## src/design/msq_pkg.sv

```systemverilog
// ----------------------------------------------------------------------------
// msq_pkg: shared types, constants and table functions for the scale quantizer.
// Holds the scale interval table, the white-key mask and small helpers for
// dividing a MIDI key by a scale length without a divider.
// ----------------------------------------------------------------------------
package msq_pkg;

    localparam int NOTE_MAX    = 127;
    localparam int OCTAVE      = 12;
    localparam int SCALE_COUNT = 21;
    localparam int NUM_IV      = 12;

    // Configuration register indexes.
    localparam logic [1:0] REG_SCALE_TYPE     = 2'd0;
    localparam logic [1:0] REG_ROOT_NOTE      = 2'd1;
    localparam logic [1:0] REG_WHITE_KEY_SNAP = 2'd2;
    localparam logic [1:0] REG_COMPACT_MODE   = 2'd3;

    // Scale selector of the chromatic scale.
    localparam logic [4:0] SCALE_CHROMATIC = 5'd0;

    // Configuration reset values.
    localparam logic [4:0] RESET_SCALE_TYPE = 5'd0;
    localparam logic [6:0] RESET_ROOT_NOTE  = 7'd60;
    localparam logic       RESET_SNAP       = 1'b1;
    localparam logic       RESET_COMPACT    = 1'b0;

    // Bit i is set when pitch class i is a white key.
    localparam logic [11:0] WHITE_KEYS = 12'b1010_1011_0101;

    localparam logic [3:0] SCALE_LEN [SCALE_COUNT] = '{
        4'd12, 4'd7, 4'd7, 4'd7, 4'd7, 4'd5, 4'd5, 4'd6, 4'd7, 4'd7, 4'd7,
        4'd7, 4'd7, 4'd7, 4'd6, 4'd8, 4'd6, 4'd5, 4'd5, 4'd7, 4'd7
    };

    // Interval sets, padded with zeros beyond the scale length.
    localparam logic [3:0] SCALE_IV [SCALE_COUNT][NUM_IV] = '{
        '{4'd0, 4'd1, 4'd2, 4'd3, 4'd4, 4'd5, 4'd6, 4'd7, 4'd8, 4'd9, 4'd10, 4'd11},
        '{4'd0, 4'd2, 4'd4, 4'd5, 4'd7, 4'd9, 4'd11, 4'd0, 4'd0, 4'd0, 4'd0, 4'd0},
        '{4'd0, 4'd2, 4'd3, 4'd5, 4'd7, 4'd8, 4'd10, 4'd0, 4'd0, 4'd0, 4'd0, 4'd0},
        '{4'd0, 4'd2, 4'd3, 4'd5, 4'd7, 4'd8, 4'd11, 4'd0, 4'd0, 4'd0, 4'd0, 4'd0},
        '{4'd0, 4'd2, 4'd3, 4'd5, 4'd7, 4'd9, 4'd11, 4'd0, 4'd0, 4'd0, 4'd0, 4'd0},
        '{4'd0, 4'd2, 4'd4, 4'd7, 4'd9, 4'd0, 4'd0, 4'd0, 4'd0, 4'd0, 4'd0, 4'd0},
        '{4'd0, 4'd3, 4'd5, 4'd7, 4'd10, 4'd0, 4'd0, 4'd0, 4'd0, 4'd0, 4'd0, 4'd0},
        '{4'd0, 4'd3, 4'd5, 4'd6, 4'd7, 4'd10, 4'd0, 4'd0, 4'd0, 4'd0, 4'd0, 4'd0},
        '{4'd0, 4'd2, 4'd3, 4'd5, 4'd7, 4'd9, 4'd10, 4'd0, 4'd0, 4'd0, 4'd0, 4'd0},
        '{4'd0, 4'd1, 4'd3, 4'd5, 4'd7, 4'd8, 4'd10, 4'd0, 4'd0, 4'd0, 4'd0, 4'd0},
        '{4'd0, 4'd2, 4'd4, 4'd6, 4'd7, 4'd9, 4'd11, 4'd0, 4'd0, 4'd0, 4'd0, 4'd0},
        '{4'd0, 4'd2, 4'd4, 4'd5, 4'd7, 4'd9, 4'd10, 4'd0, 4'd0, 4'd0, 4'd0, 4'd0},
        '{4'd0, 4'd1, 4'd3, 4'd5, 4'd6, 4'd8, 4'd10, 4'd0, 4'd0, 4'd0, 4'd0, 4'd0},
        '{4'd0, 4'd1, 4'd4, 4'd5, 4'd7, 4'd8, 4'd10, 4'd0, 4'd0, 4'd0, 4'd0, 4'd0},
        '{4'd0, 4'd2, 4'd4, 4'd6, 4'd8, 4'd10, 4'd0, 4'd0, 4'd0, 4'd0, 4'd0, 4'd0},
        '{4'd0, 4'd2, 4'd3, 4'd5, 4'd6, 4'd8, 4'd9, 4'd11, 4'd0, 4'd0, 4'd0, 4'd0},
        '{4'd0, 4'd2, 4'd3, 4'd4, 4'd7, 4'd9, 4'd0, 4'd0, 4'd0, 4'd0, 4'd0, 4'd0},
        '{4'd0, 4'd2, 4'd3, 4'd7, 4'd8, 4'd0, 4'd0, 4'd0, 4'd0, 4'd0, 4'd0, 4'd0},
        '{4'd0, 4'd1, 4'd5, 4'd7, 4'd10, 4'd0, 4'd0, 4'd0, 4'd0, 4'd0, 4'd0, 4'd0},
        '{4'd0, 4'd1, 4'd4, 4'd5, 4'd7, 4'd8, 4'd11, 4'd0, 4'd0, 4'd0, 4'd0, 4'd0},
        '{4'd0, 4'd1, 4'd3, 4'd4, 4'd6, 4'd8, 4'd10, 4'd0, 4'd0, 4'd0, 4'd0, 4'd0}
    };

    // Best candidate found so far in the nearest-note search.
    typedef struct packed {
        logic       found;
        logic [6:0] note;
        logic [6:0] distance;
    } msq_best_t;

    // One request as it travels through the search stages.
    typedef struct packed {
        logic [6:0] key;
        logic [6:0] n;
        logic [6:0] cnote;
        logic       csat;
        msq_best_t  best;
    } msq_item_t;

    // Number of intervals in a scale; unknown selectors give an empty scale.
    function automatic logic [3:0] scale_len(input logic [4:0] sel);
        if (sel < 5'(SCALE_COUNT)) begin
            return SCALE_LEN[sel];
        end
        return 4'd0;
    endfunction

    // Interval number idx of a scale.
    function automatic logic [3:0] scale_iv(input logic [4:0] sel, input logic [3:0] idx);
        if ((sel < 5'(SCALE_COUNT)) && (idx < 4'(NUM_IV))) begin
            return SCALE_IV[sel][idx];
        end
        return 4'd0;
    endfunction

    // Quotient of a 7-bit key by a scale length, by reciprocal multiplication.
    // The reciprocals are exact for every key up to 127.
    function automatic logic [4:0] div_by_len(input logic [6:0] key, input logic [3:0] len);
        logic [14:0] prod;
        prod = '0;
        case (len)
            4'd5:    prod = 15'(15'(key) * 15'd205) >> 10;
            4'd6:    prod = 15'(15'(key) * 15'd171) >> 10;
            4'd7:    prod = 15'(15'(key) * 15'd147) >> 10;
            4'd8:    prod = 15'(key) >> 3;
            4'd12:   prod = 15'(15'(key) * 15'd171) >> 11;
            default: prod = '0;
        endcase
        return prod[4:0];
    endfunction

    // Quotient times scale length, as shifts and adds.
    function automatic logic [8:0] mul_len(input logic [4:0] q, input logic [3:0] len);
        logic [8:0] qw;
        logic [8:0] res;
        qw  = 9'(q);
        res = '0;
        case (len)
            4'd5:    res = (qw << 2) + qw;
            4'd6:    res = (qw << 2) + (qw << 1);
            4'd7:    res = (qw << 3) - qw;
            4'd8:    res = qw << 3;
            4'd12:   res = (qw << 3) + (qw << 2);
            default: res = '0;
        endcase
        return res;
    endfunction

endpackage

```

## src/design/midi_scale_quantizer_top.sv

```systemverilog
// ----------------------------------------------------------------------------
// midi_scale_quantizer_top: MIDI note to musical scale quantizer.
// Maps a played key to the nearest note of a selected scale, or maps a key
// index to a scale degree in compact mode.
// ----------------------------------------------------------------------------
// Usage:
//   The s_ channel takes one key value per request and the m_ channel returns
//   one note and a saturation flag for each, in order. Both use valid/ready.
//   The cfg channel writes the scale type, root note, white-key snap and
//   compact mode registers; it is always ready, and writes must be made while
//   no request is in flight, which the block itself does not enforce.
//   Throughput is one request per cycle while the receiver keeps m_ready high.
//   A request passes through an input register, a snap and divide stage,
//   five search stages (one per octave offset from -2 to +2, each scoring
//   twelve candidates), and the output register before it appears on m_valid.
//   Each stage holds its own valid bit and moves on whenever the next stage
//   is empty or moving, so bubbles are squeezed out. When the receiver stalls
//   the pipeline fills and then s_ready drops; nothing is lost or repeated.
//   Reset empties the pipeline and loads the register defaults: chromatic
//   scale, root note 60, white-key snap on, compact mode off.
// ----------------------------------------------------------------------------
module midi_scale_quantizer_top (
    input  logic       aclk,
    input  logic       aresetn,

    input  logic       s_valid,
    output logic       s_ready,
    input  logic [6:0] s_key_value,

    output logic       m_valid,
    input  logic       m_ready,
    output logic [6:0] m_note_out,
    output logic       m_saturated,

    input  logic       cfg_valid,
    output logic       cfg_ready,
    input  logic [1:0] cfg_addr,
    input  logic [6:0] cfg_data
);

    localparam int NUM_SEARCH = 5;
    localparam int NUM_STAGES = NUM_SEARCH + 3;
    localparam int OUT_STAGE  = NUM_STAGES - 1;

    // Configuration registers.
    logic [4:0] cfg_scale_reg;
    logic [6:0] cfg_root_reg;
    logic       cfg_snap_reg;
    logic       cfg_compact_reg;

    // Pipeline control.
    logic [NUM_STAGES-1:0] v_reg;
    logic [NUM_STAGES-1:0] en;

    // Stage payloads.
    logic [6:0]          key_a_reg;
    logic [6:0]          key_b_reg;
    logic [6:0]          n_b_reg;
    logic [4:0]          q_b_reg;
    logic [3:0]          r_b_reg;
    msq_pkg::msq_item_t  item_reg    [NUM_SEARCH];
    msq_pkg::msq_item_t  item_src    [NUM_SEARCH];
    msq_pkg::msq_item_t  item_next   [NUM_SEARCH];
    msq_pkg::msq_best_t  search_best [NUM_SEARCH];
    logic [6:0]          note_reg;
    logic                sat_reg;

    // Combinational values between stages.
    logic [3:0] len;
    logic [4:0] q12;
    logic [3:0] pc;
    logic [6:0] n_next;
    logic [4:0] q_next;
    logic [3:0] r_next;
    logic [8:0] csum;
    logic [6:0] note_next;
    logic       sat_next;

    assign cfg_ready = 1'b1;

    // Configuration writes.
    always_ff @(posedge aclk) begin
        if (!aresetn) begin
            cfg_scale_reg   <= msq_pkg::RESET_SCALE_TYPE;
            cfg_root_reg    <= msq_pkg::RESET_ROOT_NOTE;
            cfg_snap_reg    <= msq_pkg::RESET_SNAP;
            cfg_compact_reg <= msq_pkg::RESET_COMPACT;
        end else if (cfg_valid && cfg_ready) begin
            case (cfg_addr)
                msq_pkg::REG_SCALE_TYPE:     cfg_scale_reg   <= cfg_data[4:0];
                msq_pkg::REG_ROOT_NOTE:      cfg_root_reg    <= cfg_data;
                msq_pkg::REG_WHITE_KEY_SNAP: cfg_snap_reg    <= cfg_data[0];
                msq_pkg::REG_COMPACT_MODE:   cfg_compact_reg <= cfg_data[0];
                default: ;
            endcase
        end
    end

    // A stage advances when it is empty or the stage after it advances.
    always_comb begin
        en[OUT_STAGE] = !v_reg[OUT_STAGE] || m_ready;
        for (int i = OUT_STAGE - 1; i >= 0; i--) begin
            en[i] = !v_reg[i] || en[i + 1];
        end
    end

    assign s_ready = en[0];

    always_ff @(posedge aclk) begin
        if (!aresetn) begin
            v_reg <= '0;
        end else begin
            if (en[0]) begin
                v_reg[0] <= s_valid;
            end
            for (int i = 1; i < NUM_STAGES; i++) begin
                if (en[i]) begin
                    v_reg[i] <= v_reg[i - 1];
                end
            end
        end
    end

    // Snap to a white key and split the key by the scale length.
    always_comb begin
        len    = msq_pkg::scale_len(cfg_scale_reg);
        q12    = msq_pkg::div_by_len(key_a_reg, 4'(msq_pkg::OCTAVE));
        pc     = 4'(key_a_reg - 7'(msq_pkg::mul_len(q12, 4'(msq_pkg::OCTAVE))));
        n_next = (cfg_snap_reg && !msq_pkg::WHITE_KEYS[pc]) ? key_a_reg + 7'd1 : key_a_reg;
        q_next = msq_pkg::div_by_len(key_a_reg, len);
        r_next = 4'(key_a_reg - 7'(msq_pkg::mul_len(q_next, len)));
    end

    // Compact mode degree note, clamped at the top of the MIDI range.
    always_comb begin
        if (len == 4'd0) begin
            csum = {2'b00, cfg_root_reg} + {2'b00, key_b_reg};
        end else begin
            csum = {2'b00, cfg_root_reg}
                 + {5'b00000, msq_pkg::scale_iv(cfg_scale_reg, r_b_reg)}
                 + msq_pkg::mul_len(q_b_reg, 4'(msq_pkg::OCTAVE));
        end
        item_src[0].key   = key_b_reg;
        item_src[0].n     = n_b_reg;
        item_src[0].csat  = csum > 9'(msq_pkg::NOTE_MAX);
        item_src[0].cnote = item_src[0].csat ? 7'(msq_pkg::NOTE_MAX) : csum[6:0];
        item_src[0].best  = '0;
    end

    // Search stages, lowest octave offset first.
    for (genvar j = 0; j < NUM_SEARCH; j++) begin : g_search
        localparam int OFS = msq_pkg::OCTAVE * (j - 2);
        logic signed [8:0] base;

        assign base = signed'({2'b00, cfg_root_reg}) + signed'(9'(OFS));

        if (j > 0) begin : g_chain
            assign item_src[j] = item_reg[j - 1];
        end

        msq_search u_search (
            .scale_type (cfg_scale_reg),
            .base       (base),
            .n          (item_src[j].n),
            .best_in    (item_src[j].best),
            .best_out   (search_best[j])
        );

        always_comb begin
            item_next[j]      = item_src[j];
            item_next[j].best = search_best[j];
        end
    end

    // Final selection among pass-through, search, snapped-note fallback and compact results.
    always_comb begin
        sat_next = 1'b0;
        if (cfg_compact_reg) begin
            note_next = item_reg[NUM_SEARCH - 1].cnote;
            sat_next  = item_reg[NUM_SEARCH - 1].csat;
        end else if (cfg_scale_reg == msq_pkg::SCALE_CHROMATIC) begin
            note_next = item_reg[NUM_SEARCH - 1].key;
        end else if (item_reg[NUM_SEARCH - 1].best.found) begin
            note_next = item_reg[NUM_SEARCH - 1].best.note;
        end else begin
            note_next = item_reg[NUM_SEARCH - 1].n;
        end
    end

    // Payload registers follow their stage enables.
    always_ff @(posedge aclk) begin
        if (en[0]) begin
            key_a_reg <= s_key_value;
        end
        if (en[1]) begin
            key_b_reg <= key_a_reg;
            n_b_reg   <= n_next;
            q_b_reg   <= q_next;
            r_b_reg   <= r_next;
        end
        for (int i = 0; i < NUM_SEARCH; i++) begin
            if (en[i + 2]) begin
                item_reg[i] <= item_next[i];
            end
        end
        if (en[OUT_STAGE]) begin
            note_reg <= note_next;
            sat_reg  <= sat_next;
        end
    end

    assign m_valid     = v_reg[OUT_STAGE];
    assign m_note_out  = note_reg;
    assign m_saturated = sat_reg;

`ifndef SYNTHESIS
    // A saturated result always carries the clamped top note.
    assert property (@(posedge aclk) disable iff (!aresetn)
        m_valid && m_saturated |-> m_note_out == 7'(msq_pkg::NOTE_MAX))
        else $error("saturated result without clamped note");

    // The compact stage clamps consistently before the search stages.
    assert property (@(posedge aclk) disable iff (!aresetn)
        v_reg[2] && item_reg[0].csat |-> item_reg[0].cnote == 7'(msq_pkg::NOTE_MAX))
        else $error("compact saturation flag and note disagree");

    // A full pipeline behind a stalled output takes no new request.
    assert property (@(posedge aclk) disable iff (!aresetn)
        (&v_reg) && !m_ready |-> !s_ready)
        else $error("request accepted into a full stalled pipeline");

    // A stalled result stays in the output stage.
    assert property (@(posedge aclk) disable iff (!aresetn)
        v_reg[OUT_STAGE] && !m_ready |=> v_reg[OUT_STAGE] && $stable(note_reg))
        else $error("stalled result lost from output stage");
`endif

endmodule

```

## src/design/msq_search.sv

```systemverilog
// ----------------------------------------------------------------------------
// msq_search: one octave of the nearest-scale-note search.
// Scores the twelve candidates base + interval of one octave offset against
// the note and merges the nearest one with the best of the lower octaves.
// ----------------------------------------------------------------------------
module msq_search (
    input  logic [4:0]          scale_type,
    input  logic signed [8:0]   base,
    input  logic [6:0]          n,
    input  msq_pkg::msq_best_t  best_in,
    output msq_pkg::msq_best_t  best_out
);

    // Keep the left operand on equal distance, so the lower note wins.
    function automatic msq_pkg::msq_best_t pick(input msq_pkg::msq_best_t a,
                                                input msq_pkg::msq_best_t b);
        if (!b.found) begin
            return a;
        end
        if (!a.found) begin
            return b;
        end
        if (b.distance < a.distance) begin
            return b;
        end
        return a;
    endfunction

    logic [3:0]          len;
    logic signed [8:0]   c_val [msq_pkg::NUM_IV];
    logic signed [8:0]   diff  [msq_pkg::NUM_IV];
    msq_pkg::msq_best_t  cand  [msq_pkg::NUM_IV];
    msq_pkg::msq_best_t  lvl1  [6];
    msq_pkg::msq_best_t  lvl2  [3];
    msq_pkg::msq_best_t  lvl3;
    msq_pkg::msq_best_t  lvl4;

    assign len = msq_pkg::scale_len(scale_type);

    // Score each candidate of this octave; out-of-range notes drop out.
    always_comb begin
        for (int i = 0; i < msq_pkg::NUM_IV; i++) begin
            c_val[i] = base + signed'({5'b00000, msq_pkg::scale_iv(scale_type, 4'(i))});
            diff[i]  = signed'({2'b00, n}) - c_val[i];
            cand[i].found    = (4'(i) < len) && (c_val[i] >= 0) &&
                               (c_val[i] <= 9'(msq_pkg::NOTE_MAX));
            cand[i].note     = c_val[i][6:0];
            cand[i].distance = (diff[i] < 0) ? 7'(-diff[i]) : diff[i][6:0];
        end
    end

    // Ordered reduction tree; candidates stand in ascending note order.
    always_comb begin
        for (int i = 0; i < 6; i++) begin
            lvl1[i] = pick(cand[2 * i], cand[2 * i + 1]);
        end
        for (int i = 0; i < 3; i++) begin
            lvl2[i] = pick(lvl1[2 * i], lvl1[2 * i + 1]);
        end
        lvl3     = pick(lvl2[0], lvl2[1]);
        lvl4     = pick(lvl3, lvl2[2]);
        best_out = pick(best_in, lvl4);
    end

endmodule

```

## config.mk

```make
export PLATFORM = sky130hd
export DESIGN_NAME = midi_scale_quantizer_top
export DESIGN_NICKNAME = d
export VERILOG_FILES = /design/src/design/msq_pkg.sv /design/src/design/midi_scale_quantizer_top.sv /design/src/design/msq_search.sv
export SDC_FILE = /design/constraint.sdc
export NUM_CORES = 2
export LEC_CHECK = 0
export ABC_AREA = 1
export ABC_CLOCK_PERIOD_IN_PS = 17600
export BUFFER_PORTS_ARGS = -buffer_cell sky130_fd_sc_hd__buf_2
export CAP_MARGIN = 20
export CORE_ASPECT_RATIO = 1.75
export CORE_UTILIZATION = 45
export DETAILED_ROUTE_END_ITERATION = 16
export REMOVE_ABC_BUFFERS = 1
export SYNTH_ARGS = -nofsm -noshare
export SYNTH_HDL_FRONTEND = slang
export SYNTH_HIERARCHICAL = 1
export SYNTH_SLANG_ARGS = --single-unit
```

## constraint.sdc

```tcl
create_clock -name aclk -period 17.6 [get_ports aclk]
set_input_delay 0.88 -clock aclk [delete_from_list [all_inputs] [get_ports aclk]]
set_output_delay 0.88 -clock aclk [all_outputs]
set_load 0.01 [all_outputs]
```

==> PnR_summary.wiki <==
{| class="wikitable"
! Metric !! Value
|-
| Run status || finished, violations left
|-
| Violations in the final reports || max-slew violations
|-
| Maximum number of pins on one net before global-route repair || 44
|-
| Via count of the first global-routing pass || 73400
|-
| Kind of end point of the critical path || flip-flop
|-
| H-tree Lvls || 1
|-
| Unrepaired setup endpoints after global routing || no
|-
| Number of hold violations in the final report || 0
|-
| Number of fillers in the final layout || 16600
|-
| Top-Level Pins || 32
|-
| Initial antenna violation count || 6
|-
| Die area || 160000 um^2
|-
| Max-cap viol count || 0
|-
| All-layer global routing usage || 0.338
|-
| Reg-to-reg critical path startpoint || cfg_scale_reg[2]$_SDFFE_PN0P_
|-
| Total number of yosys warnings || 6
|-
| Total standard cell area after synthesis || 71100 um^2
|-
| Syn Area/Cell || 6.27 um^2
|-
| Slew @ Worst Pin || 2510 ps
|-
| Synthesized instance count || 11300
|-
| Final total negative setup slack || 0 ps
|-
| Clock insertion delay at the later pin of the skew report || 610 ps
|-
| Detailed-route vias per instance || 5.60
|-
| Global-route wire length before repair || 414 mm
|-
| Initial core utilization || 0.454
|-
| Sink Count || 238
|-
| Layout cell share with drive strength beyond 1 || 0.0669
|-
| Startpoint class of the critical path || flip-flop
|-
| Overall die width || 302 um
|-
| Data arrival at the endpoint of the critical path || 14880 ps
|-
| TritonCTS clock tree || yes
|-
| Area of the core || 157000 um^2
|-
| Drt first-iter violations || 5047
|-
| Final wirelength || 277 mm
|-
| Post-detail-place hpwl || 225 mm
|-
| Number of buffers on the longest clock path || 3
|-
| End-of-flow core utilization || 0.475
|-
| # setup viols final || 0
|-
| Worst-path fanout max || 41
|-
| Setup Buffers After CTS || 0
|-
| Area grow syn2layout || 4.75%
|-
| TritonRoute pass-1 iters || 6
|-
| Routed via count || 74700
|-
| Relative slew margins || -0.683
|-
| Aggregate global routing overflow || 0
|-
| Final net count || 12500
|-
| Number of nets with antenna violations after detailed routing || 0
|-
| HP Class || reg2reg
|-
| Last weighted congestion value of the routability-driven placer || 1.05
|-
| Crit path max-delay cell type || sky130_fd_sc_hd__o21ai_0
|-
| Maximum cell stage delay along the critical path || 980 ps
|-
| Clock tree root buffer cell || sky130_fd_sc_hd__clkbuf_16
|-
| Start point of the worst min-delay path || item_reg[0][104]$_DFFE_PP_
|-
| Number of buffers added on ports || 30
|-
| Setup Crit Path Kind || reg2reg
|-
| Highest attainable clock frequency || 68.8 MHz
|-
| Die outline height || 528 um
|-
| Clock period minus worst slack || 14530 ps
|-
| Clk pin slew, worst setup/hold paths || 80 ps
|-
| Critical Path Source || cfg_scale_reg[2]$_SDFFE_PN0P_
|-
| Flip-flop count of the largest register after layout || 178
|-
| Per-cell routed wire length || 20.7 um
|-
| Clock skew after layout || 18.4 ps
|-
| Number of max-slew violations in the final report || 12
|-
| TritonCTS Buffers || 23
|-
| Critical path data required time || 17950 ps
|-
| Core Rows || 192
|-
| CTS Hold Bufs || 0
|-
| Final Cycle Share || 0.826
|-
| Residual DRC || 0
|-
| Resized cells post-CTS || 0
|-
| Cell repeated most along the worst path || sky130_fd_sc_hd__nand2_1
|}
## placed cells by master, fill, tap and decap left out, types with 14 or more instances in the layout
| cell | instances |
|---|---|
| sky130_fd_sc_hd__o21a_1 | 19 |
| sky130_fd_sc_hd__clkbuf_16 | 23 |
| sky130_fd_sc_hd__a211oi_1 | 68 |
| sky130_fd_sc_hd__buf_2 | 30 |
| sky130_fd_sc_hd__inv_2 | 113 |
| sky130_fd_sc_hd__o21ai_1 | 49 |
| sky130_fd_sc_hd__nor2_1 | 835 |
| sky130_fd_sc_hd__a22oi_1 | 15 |
| sky130_fd_sc_hd__inv_1 | 1654 |
| sky130_fd_sc_hd__nand2_4 | 56 |
| sky130_fd_sc_hd__nand3_2 | 48 |
| sky130_fd_sc_hd__o31ai_1 | 14 |
| sky130_fd_sc_hd__nor2_4 | 18 |
| sky130_fd_sc_hd__xor2_1 | 654 |
| sky130_fd_sc_hd__conb_1 | 29 |
| sky130_fd_sc_hd__a21oi_1 | 471 |
| sky130_fd_sc_hd__nand3b_1 | 59 |
| sky130_fd_sc_hd__nor3_1 | 88 |
| sky130_fd_sc_hd__or2_2 | 56 |
| sky130_fd_sc_hd__a221oi_1 | 15 |
| sky130_fd_sc_hd__nand3_1 | 826 |
| sky130_fd_sc_hd__o21bai_1 | 43 |
| sky130_fd_sc_hd__a31oi_1 | 91 |
| sky130_fd_sc_hd__nor2_2 | 17 |
| sky130_fd_sc_hd__nand2_2 | 178 |
| sky130_fd_sc_hd__and2_1 | 33 |
| sky130_fd_sc_hd__nand4_1 | 100 |
| sky130_fd_sc_hd__nand2_1 | 2981 |
| sky130_fd_sc_hd__mux2i_1 | 33 |
| sky130_fd_sc_hd__edfxtp_1 | 216 |
| sky130_fd_sc_hd__a21o_1 | 17 |
| sky130_fd_sc_hd__fa_1 | 116 |
| sky130_fd_sc_hd__buf_4 | 103 |
| sky130_fd_sc_hd__clkinv_1 | 36 |
| sky130_fd_sc_hd__o21ai_0 | 741 |
| sky130_fd_sc_hd__o211ai_1 | 124 |
| sky130_fd_sc_hd__ha_1 | 1037 |
| sky130_fd_sc_hd__xnor2_1 | 116 |
## routing by layer
metal / up-vias / global-route usage / wire [um]
met5: - / 0.00186 / 115
met4: 12 / 0.289 / 27800
met3: 1132 / 0.0356 / 13000
met2: 2532 / 0.632 / 140000
met1: 34300 / 0.327 / 95400
li1: 36800 / - / -
## layout make-up
class                           count  area (um^2)  area share
Clock buffer                       23          576     0.00773
Multi-Input combinational cell   9090        56300       0.756
Sequential cell                   238         6950      0.0934
Clock inverter                     19          290     0.00390
Tap cell                         2037         2550      0.0342
Antenna cell                        2         5.00   0.0000672
Timing Repair Buffer              135          951      0.0128
Inverter                         1809         6810      0.0915
## metrics by stage
| step | worst slack [ps] | hold WS (ps) | instances | cell area [um^2] |
|---|---|---|---|---|
| after floorplan | 4940 | 400 | 11100 | 70000 |
| after global placement | 3620 | 400 | 13300 | 73600 |
| after detailed placement | 3760 | 405 | 13300 | 73600 |
| after CTS | 3700 | 416 | 13400 | 74400 |
| after global routing | 2070 | 422 | 13400 | 74500 |
| final | 3070 | 414 | 13400 | 74500 |
## critical path, delay by kind of cell (launching register included)
family                   cells  cell delay, ps
adder cells (fa/ha/maj)      7            2610
XOR/XNOR                     1             340
flip-flops                   1             460
buffers and inverters       12            1750
AND/OR/NAND/NOR             44            5350
AO/OA/AOI/OAI               10            3700
## worst paths after layout
path	slack [ps]	end	cells after the start
max reg2reg	3070	item_reg[0][46]$_DFFE_PP_	74
max	3070	item_reg[0][46]$_DFFE_PP_	74
min reg2reg	410	item_reg[0][141]$_DFFE_PP_	0
min	410	item_reg[0][141]$_DFFE_PP_	0
Power is left out: the tool's default activity adds up to more than one toggle a clock period on the data nets, which glitch-free logic cannot reach.
